[config.mk]
export PLATFORM = sky130hd
export DESIGN_NAME = playfair_digraph_substitution_top
export DESIGN_NICKNAME = d
export VERILOG_FILES = /design/src/rtl/pfds_pkg.sv /design/src/rtl/pfds_front.sv /design/src/rtl/pfds_queue.sv /design/src/rtl/pfds_back.sv /design/src/rtl/playfair_digraph_substitution_top.sv
export SDC_FILE = /design/constraint.sdc
export NUM_CORES = 1
export LEC_CHECK = 0
export BUFFER_PORTS_ARGS = -buffer_cell sky130_fd_sc_hd__clkbuf_2
export CELL_PAD_IN_SITES_DETAIL_PLACEMENT = 0
export CELL_PAD_IN_SITES_GLOBAL_PLACEMENT = 1
export CORE_ASPECT_RATIO = 1.75
export CORE_MARGIN = 2
export CORE_UTILIZATION = 52
export CTS_CLUSTER_DIAMETER = 100
export DETAILED_ROUTE_END_ITERATION = 7
export PLACE_DENSITY_LB_ADDON = 0.05
export SYNTH_ARGS = -nofsm -noshare
export SYNTH_HDL_FRONTEND = slang
export SYNTH_SLANG_ARGS = --single-unit
[constraint.sdc]
create_clock -name i_clk -period 15.3 [get_ports i_clk]
set_clock_uncertainty 0.05 [all_clocks]
set_input_delay 3.06 -clock i_clk [delete_from_list [all_inputs] [get_ports i_clk]]
set_output_delay 3.06 -clock i_clk [all_outputs]
set_load 0.005 [all_outputs]
[src/rtl/pfds_pkg.sv]
// Shared types, constants and helper functions for the Playfair digraph block.
`timescale 1ns / 1ps
`default_nettype none

package pfds_pkg;

    localparam int CharW  = 8;
    localparam int GridN  = 5;
    localparam int Cells  = GridN * GridN;
    localparam int PosW   = 3;
    localparam int IdxW   = 5;
    localparam int CfgIdxW  = 3;
    localparam int CfgDataW = 64;
    localparam int CellsPerWord = CfgDataW / CharW;
    localparam int QDepth = 4;
    localparam int QPtrW  = 2;
    localparam int QCntW  = 3;

    localparam logic [CfgIdxW-1:0] RegDecryptMode = 3'd0;
    localparam logic [CfgIdxW-1:0] RegKeyCells0   = 3'd1;
    localparam logic [CfgIdxW-1:0] RegKeyCells1   = 3'd2;
    localparam logic [CfgIdxW-1:0] RegKeyCells2   = 3'd3;
    localparam logic [CfgIdxW-1:0] RegKeyCellLast = 3'd4;

    typedef logic [Cells-1:0][CharW-1:0] t_grid;

    typedef struct packed {
        logic            hit;
        logic [PosW-1:0] row;
        logic [PosW-1:0] col;
    } t_loc;

    typedef struct packed {
        logic            miss;
        logic [PosW-1:0] row_a;
        logic [PosW-1:0] col_a;
        logic [PosW-1:0] row_b;
        logic [PosW-1:0] col_b;
    } t_pair_loc;

    function automatic logic [PosW-1:0] shift5(input logic [PosW-1:0] v, input logic back);
        logic [PosW-1:0] res;
        if (back) begin
            res = (v == '0) ? PosW'(GridN - 1) : v - 1'b1;
        end else begin
            res = (v == PosW'(GridN - 1)) ? '0 : v + 1'b1;
        end
        return res;
    endfunction

    function automatic logic [IdxW-1:0] cell_idx(input logic [PosW-1:0] row,
                                                 input logic [PosW-1:0] col);
        return IdxW'({row, 2'b00}) + IdxW'(row) + IdxW'(col);
    endfunction

    function automatic logic [CharW-1:0] upcase(input logic [CharW-1:0] ch);
        logic [CharW-1:0] res;
        res = ch;
        if (ch >= 8'h61 && ch <= 8'h7a) begin
            res = ch - 8'h20;
        end
        return res;
    endfunction

endpackage

`default_nettype wire

[src/rtl/pfds_front.sv]
// Front end: accepts character pairs and locates both characters in the key matrix.
`timescale 1ns / 1ps
`default_nettype none

module pfds_front (
    input  wire logic                     i_valid,
    output logic                          o_ready,
    input  wire logic [pfds_pkg::CharW-1:0] i_first_char,
    input  wire logic [pfds_pkg::CharW-1:0] i_second_char,
    input  wire pfds_pkg::t_grid          i_grid,
    input  wire logic                     i_q_full,
    output logic                          o_q_push,
    output pfds_pkg::t_pair_loc           o_q_data
);

    function automatic pfds_pkg::t_loc locate(input pfds_pkg::t_grid grid,
                                             input logic [pfds_pkg::CharW-1:0] ch);
        pfds_pkg::t_loc         res;
        logic                   row_hit;
        logic [pfds_pkg::PosW-1:0] row_col;
        res = '0;
        for (int r = 0; r < pfds_pkg::GridN; r++) begin
            row_hit = 1'b0;
            row_col = '0;
            // descending scan leaves the leftmost match in the row
            for (int c = pfds_pkg::GridN - 1; c >= 0; c--) begin
                if (grid[r * pfds_pkg::GridN + c] == ch) begin
                    row_hit = 1'b1;
                    row_col = pfds_pkg::PosW'(c);
                end
            end
            // lower rows override
            if (row_hit) begin
                res.hit = 1'b1;
                res.row = pfds_pkg::PosW'(r);
                res.col = row_col;
            end
        end
        return res;
    endfunction

    pfds_pkg::t_loc loc_a;
    pfds_pkg::t_loc loc_b;

    always_comb begin
        loc_a = locate(i_grid, i_first_char);
        loc_b = locate(i_grid, i_second_char);
        o_q_data.miss  = !(loc_a.hit && loc_b.hit);
        o_q_data.row_a = loc_a.row;
        o_q_data.col_a = loc_a.col;
        o_q_data.row_b = loc_b.row;
        o_q_data.col_b = loc_b.col;
    end

    assign o_ready  = !i_q_full;
    assign o_q_push = i_valid && !i_q_full;

endmodule

`default_nettype wire

[src/rtl/pfds_queue.sv]
// Small FIFO of located pairs between the front and back ends.
`timescale 1ns / 1ps
`default_nettype none

module pfds_queue (
    input  wire logic                i_clk,
    input  wire logic                i_rst_n,
    input  wire logic                i_push,
    input  wire pfds_pkg::t_pair_loc i_data,
    output logic                     o_full,
    input  wire logic                i_pop,
    output pfds_pkg::t_pair_loc      o_data,
    output logic                     o_empty
);

    pfds_pkg::t_pair_loc               r_mem [pfds_pkg::QDepth];
    logic [pfds_pkg::QPtrW-1:0]        r_wr_ptr;
    logic [pfds_pkg::QPtrW-1:0]        r_rd_ptr;
    logic [pfds_pkg::QCntW-1:0]        r_count;

    assign o_full  = (r_count == pfds_pkg::QCntW'(pfds_pkg::QDepth));
    assign o_empty = (r_count == '0);
    assign o_data  = r_mem[r_rd_ptr];

    always_ff @(posedge i_clk) begin
        if (!i_rst_n) begin
            r_wr_ptr <= '0;
            r_rd_ptr <= '0;
            r_count  <= '0;
        end else begin
            if (i_push) begin
                r_wr_ptr <= r_wr_ptr + 1'b1;
            end
            if (i_pop) begin
                r_rd_ptr <= r_rd_ptr + 1'b1;
            end
            if (i_push && !i_pop) begin
                r_count <= r_count + 1'b1;
            end else if (i_pop && !i_push) begin
                r_count <= r_count - 1'b1;
            end
        end
    end

    always_ff @(posedge i_clk) begin
        if (i_push) begin
            r_mem[r_wr_ptr] <= i_data;
        end
    end

endmodule

`default_nettype wire

[src/rtl/pfds_back.sv]
// Back end: applies the Playfair rules and holds the result in an output register.
`timescale 1ns / 1ps
`default_nettype none

module pfds_back (
    input  wire logic                i_clk,
    input  wire logic                i_rst_n,
    input  wire pfds_pkg::t_grid     i_grid,
    input  wire logic                i_decrypt,
    input  wire pfds_pkg::t_pair_loc i_q_data,
    input  wire logic                i_q_empty,
    output logic                     o_q_pop,
    output logic                     o_valid,
    input  wire logic                i_ready,
    output logic [pfds_pkg::CharW-1:0] o_out_first,
    output logic [pfds_pkg::CharW-1:0] o_out_second,
    output logic                     o_not_in_matrix
);

    logic                        r_valid;
    logic [pfds_pkg::CharW-1:0]  r_out_first;
    logic [pfds_pkg::CharW-1:0]  r_out_second;
    logic                        r_miss;

    logic [pfds_pkg::CharW-1:0]  n_out_first;
    logic [pfds_pkg::CharW-1:0]  n_out_second;
    logic [pfds_pkg::PosW-1:0]   ra, ca, rb, cb;
    logic [pfds_pkg::IdxW-1:0]   idx_x, idx_y;

    always_comb begin
        ra = i_q_data.row_a;
        ca = i_q_data.col_a;
        rb = i_q_data.row_b;
        cb = i_q_data.col_b;
        if (ra == rb) begin
            idx_x = pfds_pkg::cell_idx(ra, pfds_pkg::shift5(ca, i_decrypt));
            idx_y = pfds_pkg::cell_idx(rb, pfds_pkg::shift5(cb, i_decrypt));
        end else if (ca == cb) begin
            idx_x = pfds_pkg::cell_idx(pfds_pkg::shift5(ra, i_decrypt), ca);
            idx_y = pfds_pkg::cell_idx(pfds_pkg::shift5(rb, i_decrypt), cb);
        end else begin
            idx_x = pfds_pkg::cell_idx(ra, cb);
            idx_y = pfds_pkg::cell_idx(rb, ca);
        end
        if (i_q_data.miss) begin
            n_out_first  = '0;
            n_out_second = '0;
        end else begin
            n_out_first  = pfds_pkg::upcase(i_grid[idx_x]);
            n_out_second = pfds_pkg::upcase(i_grid[idx_y]);
        end
    end

    assign o_q_pop = !i_q_empty && (!r_valid || i_ready);

    always_ff @(posedge i_clk) begin
        if (!i_rst_n) begin
            r_valid <= 1'b0;
        end else if (o_q_pop) begin
            r_valid <= 1'b1;
        end else if (i_ready) begin
            r_valid <= 1'b0;
        end
    end

    always_ff @(posedge i_clk) begin
        if (o_q_pop) begin
            r_out_first  <= n_out_first;
            r_out_second <= n_out_second;
            r_miss       <= i_q_data.miss;
        end
    end

    assign o_valid         = r_valid;
    assign o_out_first     = r_out_first;
    assign o_out_second    = r_out_second;
    assign o_not_in_matrix = r_miss;

endmodule

`default_nettype wire

[src/rtl/playfair_digraph_substitution_top.sv]
// Top level of the Playfair digraph substitution block.
// Usage:
//   Input stream (s_axis): one character pair per transaction, tdata holds
//   first_char in [7:0] and second_char in [15:8].
//   Output stream (m_axis): one result per input transaction, tdata holds
//   out_first [7:0] and out_second [15:8]; tuser holds not_in_matrix.
//   Configuration: i_cfg_we writes register i_cfg_index with i_cfg_wdata:
//   0 decrypt mode, 1..3 matrix cells 0..23 (eight per word, low byte first),
//   4 matrix cell 24. Other indexes are ignored. Write only while idle.
//   Path: each pair is written into the queue, then into the output register
//   that drives m_axis_tvalid, which holds until m_axis_tready takes it.
//   Throughput: one pair per cycle while the receiver is ready; the front end
//   locates both characters in the same cycle the pair is taken and the back
//   end builds one result per cycle from the 4-entry queue between them.
//   When the receiver stalls the result register holds and the queue fills;
//   s_axis_tready drops only once the queue is full.
//   Reset (synchronous, active low) clears the queue, the output valid flag,
//   the decrypt mode and all matrix cells to zero; output data is not reset.
`timescale 1ns / 1ps
`default_nettype none

module playfair_digraph_substitution_top (
    input  wire logic        i_clk,
    input  wire logic        i_rst_n,
    input  wire logic        s_axis_tvalid,
    output logic             s_axis_tready,
    input  wire logic [15:0] s_axis_tdata,   // first_char, second_char
    output logic             m_axis_tvalid,
    input  wire logic        m_axis_tready,
    output logic [15:0]      m_axis_tdata,   // out_first, out_second
    output logic             m_axis_tuser,   // not_in_matrix
    input  wire logic        i_cfg_we,
    input  wire logic [pfds_pkg::CfgIdxW-1:0]  i_cfg_index,
    input  wire logic [pfds_pkg::CfgDataW-1:0] i_cfg_wdata
);

    pfds_pkg::t_grid     r_grid;
    logic                r_decrypt;

    logic                q_push;
    logic                q_pop;
    logic                q_full;
    logic                q_empty;
    pfds_pkg::t_pair_loc q_wdata;
    pfds_pkg::t_pair_loc q_rdata;

    logic [pfds_pkg::CharW-1:0] out_first;
    logic [pfds_pkg::CharW-1:0] out_second;
    logic                       not_in_matrix;

    always_ff @(posedge i_clk) begin
        if (!i_rst_n) begin
            r_decrypt <= 1'b0;
            r_grid    <= '0;
        end else if (i_cfg_we) begin
            case (i_cfg_index)
                pfds_pkg::RegDecryptMode: begin
                    r_decrypt <= i_cfg_wdata[0];
                end
                pfds_pkg::RegKeyCells0: begin
                    for (int k = 0; k < pfds_pkg::CellsPerWord; k++) begin
                        r_grid[k] <= i_cfg_wdata[k*pfds_pkg::CharW +: pfds_pkg::CharW];
                    end
                end
                pfds_pkg::RegKeyCells1: begin
                    for (int k = 0; k < pfds_pkg::CellsPerWord; k++) begin
                        r_grid[pfds_pkg::CellsPerWord + k] <=
                            i_cfg_wdata[k*pfds_pkg::CharW +: pfds_pkg::CharW];
                    end
                end
                pfds_pkg::RegKeyCells2: begin
                    for (int k = 0; k < pfds_pkg::CellsPerWord; k++) begin
                        r_grid[2*pfds_pkg::CellsPerWord + k] <=
                            i_cfg_wdata[k*pfds_pkg::CharW +: pfds_pkg::CharW];
                    end
                end
                pfds_pkg::RegKeyCellLast: begin
                    r_grid[pfds_pkg::Cells-1] <= i_cfg_wdata[pfds_pkg::CharW-1:0];
                end
                default: begin
                end
            endcase
        end
    end

    pfds_front u_front (
        .i_valid       (s_axis_tvalid),
        .o_ready       (s_axis_tready),
        .i_first_char  (s_axis_tdata[7:0]),
        .i_second_char (s_axis_tdata[15:8]),
        .i_grid        (r_grid),
        .i_q_full      (q_full),
        .o_q_push      (q_push),
        .o_q_data      (q_wdata)
    );

    pfds_queue u_queue (
        .i_clk   (i_clk),
        .i_rst_n (i_rst_n),
        .i_push  (q_push),
        .i_data  (q_wdata),
        .o_full  (q_full),
        .i_pop   (q_pop),
        .o_data  (q_rdata),
        .o_empty (q_empty)
    );

    pfds_back u_back (
        .i_clk           (i_clk),
        .i_rst_n         (i_rst_n),
        .i_grid          (r_grid),
        .i_decrypt       (r_decrypt),
        .i_q_data        (q_rdata),
        .i_q_empty       (q_empty),
        .o_q_pop         (q_pop),
        .o_valid         (m_axis_tvalid),
        .i_ready         (m_axis_tready),
        .o_out_first     (out_first),
        .o_out_second    (out_second),
        .o_not_in_matrix (not_in_matrix)
    );

    assign m_axis_tdata = {out_second, out_first};
    assign m_axis_tuser = not_in_matrix;

endmodule

`default_nettype wire
Word-level counts from Yosys, hierarchy flattened
Memories as Yosys holds them, arrays and structs flattened. A register that Yosys moved wholly into a read port is not among the register bits.
Cells that the tools add are included.
{ "classes": {"eq_ne": 61, "add_sub_neg": 24, "n_lt_le_gt_ge": 6, "n_mux": 146, "reduce_logical": 27} }
{ "op_table": {"columns": ["cell", "n"], "rows": [
  ["8-bit equality test", 50],
  ["3-bit two-way mux", 70],
  ["8-bit binary-select mux with 5-bit select", 2],
  ["7-bit two-way mux", 10],
  ["1-bit two-way mux", 54],
  ["5-bit by 3-bit adder with 5-bit output", 10],
  ["8-bit two-way mux", 4],
  ["5-bit two-way mux", 4],
  ["3-bit equality test, second input constant", 6],
  ["3-bit zero test", 6],
  ["8-bit by 7-bit >= comparator with 1-bit output, second input constant", 2],
  ["8-bit by 7-bit <= comparator with 1-bit output, second input constant", 2],
  ["8-bit by 6-bit subtractor with 8-bit output, second input constant", 2],
  ["3-bit by 1-bit adder with 3-bit output, second input constant", 5],
  ["3-bit by 1-bit subtractor with 3-bit output, second input constant", 5],
  ["5-bit by 6-bit < comparator with 1-bit output, second input constant", 2],
  ["2-bit AND reduction", 5],
  ["1-bit logical AND", 7],
  ["3-bit by 2-bit equality test with 1-bit output, second input constant", 2],
  ["3-bit equality test", 2],
  ["1-bit zero test", 6],
  ["2-bit by 1-bit adder with 2-bit output, second input constant", 2],
  ["2-bit two-way mux", 2],
  ["2-bit nonzero test", 2],
  ["2 further kinds", 2]
]} }
{ "word_totals": {"memories": 1, "out_inout_bits": 19, "elab_cells": 298, "ram_bits": 52, "register_bits": 226, "in_bits": 88} }
{ "memory_table": {"columns": ["memory", "words", "word_bits", "rd", "rd_clocked_by_memory_dff", "write_ports", "line", "rtl"], "rows": [
  ["u_queue.r_mem", 4, 13, 1, 1, 1, "pfds_queue.sv:16", "pfds_pkg::t_pair_loc r_mem [pfds_pkg::QDepth];"]
]} }

Depth between registers and ports, before layout
{ "logic_depth": {"ltp_word": 14, "mapped_depth": 25, "mapped_depth_nobuf": 21} }

Hierarchy
From an unflattened synthesis, not the netlist that was laid out.
{ "unflattened": {"hier_cells": 2422, "area_unflattened_um2": 21827.2} }
{ "modules_own_cells": {"columns": ["mod", "n_inst", "seq_area_each_um2", "cells_per_inst", "area_each_um2"], "rows": [
  ["playfair_digraph_substitution_top", 1, 4023.9, 723, 7470.9],
  ["pfds_back", 1, 530.5, 890, 6453.7],
  ["pfds_front", 1, 0.0, 699, 5575.3],
  ["pfds_queue", 1, 1741.7, 110, 2327.2]
]} }

Worst setup path after synthesis
Ideal clock, no wire load.
{ "synth_timing": {"path_kind": "input to register", "from": "input port s_axis_tdata[11]", "to": "memory u_queue.r_mem[0][12] (netlist name) (data pin)", "required_time_ps": 14994, "n_path_buf": 3, "setup_ps": 256, "slack_ps": 9343, "stages": 11, "arrival_time_ps": 5651, "cell_sequence": "clkbuf_1 -> clkbuf_1 -> clkbuf_1 -> xor2_1 -> nor4_1 -> nand2_1 -> nand2_1 -> or2_2 -> a21oi_1 -> nand2_1 -> o41ai_1"} }
{ "synth_rtl": {"columns": ["element", "line", "rtl"], "rows": [
  ["from (decl)", "playfair_digraph_substitution_top.sv:27", "input wire logic [15:0] s_axis_tdata,"],
  ["to (decl)", "pfds_queue.sv:16", null]
]} }

==> impl_metrics.yaml <==
floorplanning:
  dieWidth_um: 157
  core_sq_um: 40700
  row_count: 98
  die_area_sq_um: 42700
  initial_core_util_pct: 52.4
  die_h_um: 272
  pin_count: 107
clock_network:
  cts_tree: "done"
  cts_made_buffers: 25
  cts.sinks: 280
  cts.path.max_buffers: 3
  htreeDepth: 1
  clock_latency_ns: 0.57
  post_cts_resized: 0
  post_cts_buffers: 0
  holdBufCountCts: 0
  cts_root_buf: "clkbuf_16"
  cts.clk_slew.worst_paths_ns: 0.07
setup_path:
  timing.rr.end: "u_back.o_out_second[6]"
  path_cells: "mux4_2, inv_1, ha_1, nor3b_1, a22o_1, nor3_1, nor2_1, fa_1, fa_1, or4_4, a31oi_4, nand2_1, nor2_1, a2111oi_2, a311oi_1, o21bai_1, a22o_1, o41a_1"
  critPathRequiredTime_ns: 15.56
  regToRegSetupSlack_ns: 8.13
  path_buf_inv: 1
  arrival_ns: 7.44
  path_delay_family: "compound AO/OA/AOI/OAI gates"
  critPathKind: "flip-flop to flip-flop"
  cp_max_fo: 19
  cp-start-kind: "flip-flop"
  crit_path_end_kind: "flip-flop"
  slowest_delay_ns: 0.94
  rr_worst_depth: 18
  crit_slowest_cell: "dfxtp_1"
cells_and_area:
  multiInputGateArea_sq_um: 14100
  nets: 2691
  fin_area_sq_um: 22800
  area_growth_pct: 7.17
  layout_commonest_cell: "nand2_1"
  drive_above_1_share_pct: 9.51
  ff_latch_area_sq_um: 6300
  layout_common_cells: "nand2_1 (615), xor2_1 (275), dfxtp_1 (211)"
  fillers: 3992
pwr:
  p_int_mw: 2.76
  swShare_pct: 55.4
  power.density_nw_per_um2: 271
  clkPwrFrac_pct: 10.3
  p_comb_share_pct: 75.0
  vdd_drop_max_mv: 0.316
  seq_power_share_pct: 14.7
  p_leak_nw: 8.77
  p_switching_mw: 3.43
route:
  vias: 19577
  wl_per_cell_um: 28.4
  drc: 0
  routed_wirelength_mm: 88.7
  drtPass1Iterations: 5
  first_iter_violations: 1841
  ant_nets: 0
  vias_per_cell: 6.28
hold_path:
  hold-path-cell-count: 2
  min_from: "u_back.o_valid"
  holdPathEnd: "u_back.o_valid"
  hp-class: "flip-flop to flip-flop"
yosys:
  yosysWarnings: 0
  netlist_area_sq_um: 21300
  synth-edff-count: 69
  syn-num-nets: 2705
  synth_cells: 2562
  synth.avg_cell_area_sq_um: 8.32
  synthArstFlopShare_pct: 0
  synth_seq_area_share_pct: 29.5
  ys_types: 84
  ys.flop_type: "dfxtp_1"
  ys_ff_latch: 280
grt:
  grt_overflow: 0
  grt_pass1_wl_mm: 128
  grtUsageMet3_pct: 7.11
  gr-usage-met2_pct: 68.1
  grt_max_degree: 97
  grt.total_usage_pct: 41.1
  grt_pass1_vias: 19199
  grt_most_used_layer: "met2"
  use_met1_pct: 44.2
  antenna_found_initial: 4
place:
  port_buffers: 106
  placed_area_sq_um: 22000
  gp_congestion: 1.08
  hpwl_mm: 66.8
sta:
  maxSlewViolCount: 0
  setup_viol_count_final: 0
  tightest_slew_ns: 1.24
  finalSetupTns_ns: 0
  finalHoldViolCount: 0
  post-route-period-util_pct: 46.9
  max_freq_mhz: 139
  slew-limit-headroom_pct: 16.6
  rsz0062_at_grt: "no"
  layout_min_cycle_time_ns: 7.17
status:
  status: "finished, final reports clean"
flow_run:
  maxCapViolCount: 0
## layout make-up
type                    count  area share (%)
diodes                      2          0.0219
clock buffers              35            3.17
clock inverters            11           0.378
inverters                  26           0.427
multi-input cells        2071            61.8
flip-flops and latches    280            27.6
well taps                 550            3.01
repair buffers            144            3.58
## power groups by stage
stage,Clock (mW),Combinational (mW),Sequential (mW)
after floorplan,0,3.47,0.882
after global placement,0,4.47,0.919
after detailed placement,0,4.53,0.922
after CTS,0.643,4.55,0.906
after global routing,0.668,4.93,0.910
final,0.637,4.65,0.908
## metal layers
layer / routed length [um] / share of wire, % / vias to the layer above
met5: 18 / 0.020 / -
met4: 10200 / 12 / 2
met3: 5880 / 6.6 / 365
met2: 41800 / 47 / 912
met1: 30700 / 35 / 9482
li1: - / - / 8816
## sequential cells by signal, indices dropped and copies added (netlist names), named ones only
signal,count
u_back.o_not_in_matrix,1
r_decrypt,1
r_grid,200
u_queue.r_rd_ptr,2
u_queue.r_wr_ptr,2
u_queue.r_count,3
u_back.o_valid,1
u_queue.r_mem,52
u_back.o_out_second,8
u_back.o_out_first,8
## per-stage QoR
stage | power, mW | setup WS [ns] | hold WS [ns] | instances | util (%)
floorplan | 4.35 | 9.34 | 0.421 | 2562 | -
global placement | 5.39 | 8.40 | 0.429 | 3071 | 54.1
detailed placement | 5.45 | 8.17 | 0.438 | 3071 | 54.1
CTS | 6.10 | 8.16 | 0.447 | 3117 | 56.1
global route | 6.51 | 7.78 | 0.486 | 3117 | 56.1
finish | 6.19 | 8.13 | 0.443 | 3119 | 56.1
## worst reg2reg max path, cell delays in order (launching register included)
cell       delay (ns)
dfxtp_1          0.94
mux4_2           0.72
inv_1            0.17
ha_1             0.28
nor3b_1          0.09
a22o_1           0.26
nor3_1           0.17
nor2_1           0.08
fa_1             0.58
fa_1             0.43
or4_4            0.58
a31oi_4          0.60
nand2_1          0.36
nor2_1           0.22
a2111oi_2        0.07
a311oi_1         0.52
o21bai_1         0.14
a22o_1           0.30
o41a_1           0.38
## how the worst max path moves through the flow
stage | from | to | cells past startpoint
CTS | flip-flop | u_back.o_out_second[6] | 18
finish | flip-flop | u_back.o_out_second[6] | 18
global placement | flip-flop | u_back.o_out_second[6] | 18
global route | flip-flop | u_back.o_out_second[6] | 21
detailed placement | flip-flop | u_back.o_out_second[6] | 18
floorplan | s_axis_tdata[11] | u_queue.r_mem[0][12] | 11
## logic make-up (layout without fill, tap and decap cells)
group	count (synthesis)	count (layout)	synth area share (%)
other cells	0	2	0
fa+ha+maj	55	55	3.55
xor+xnor	435	435	18.0
flops	280	280	29.5
buf+inv	211	216	4.46
mux	172	172	8.95
compound gates	461	461	15.9
simple gates	948	948	19.7
## synthesized netlist by cell type (all sizes together) (14+ instances only)
library cell | n | area share, %
nand2 | 615 | 11
xor2 | 276 | 11
dfxtp | 211 | 20
a21boi | 199 | 7.0
xnor2 | 159 | 6.6
mux2i | 150 | 7.0
clkbuf | 121 | 2.1
nor2 | 74 | 1.3
a21oi | 71 | 1.7
edfxtp | 69 | 9.7
nor4 | 68 | 2.0
buf | 64 | 1.9
nand4 | 47 | 1.4
ha | 46 | 2.7
nand3 | 42 | 0.99
o21ai | 34 | 0.80
nor2b | 27 | 0.79
inv | 26 | 0.46
a211oi | 25 | 0.93
a31oi | 25 | 0.97
and2 | 24 | 0.70
mux4 | 14 | 1.5
Note: power is estimated with default switching activity, not from simulation.
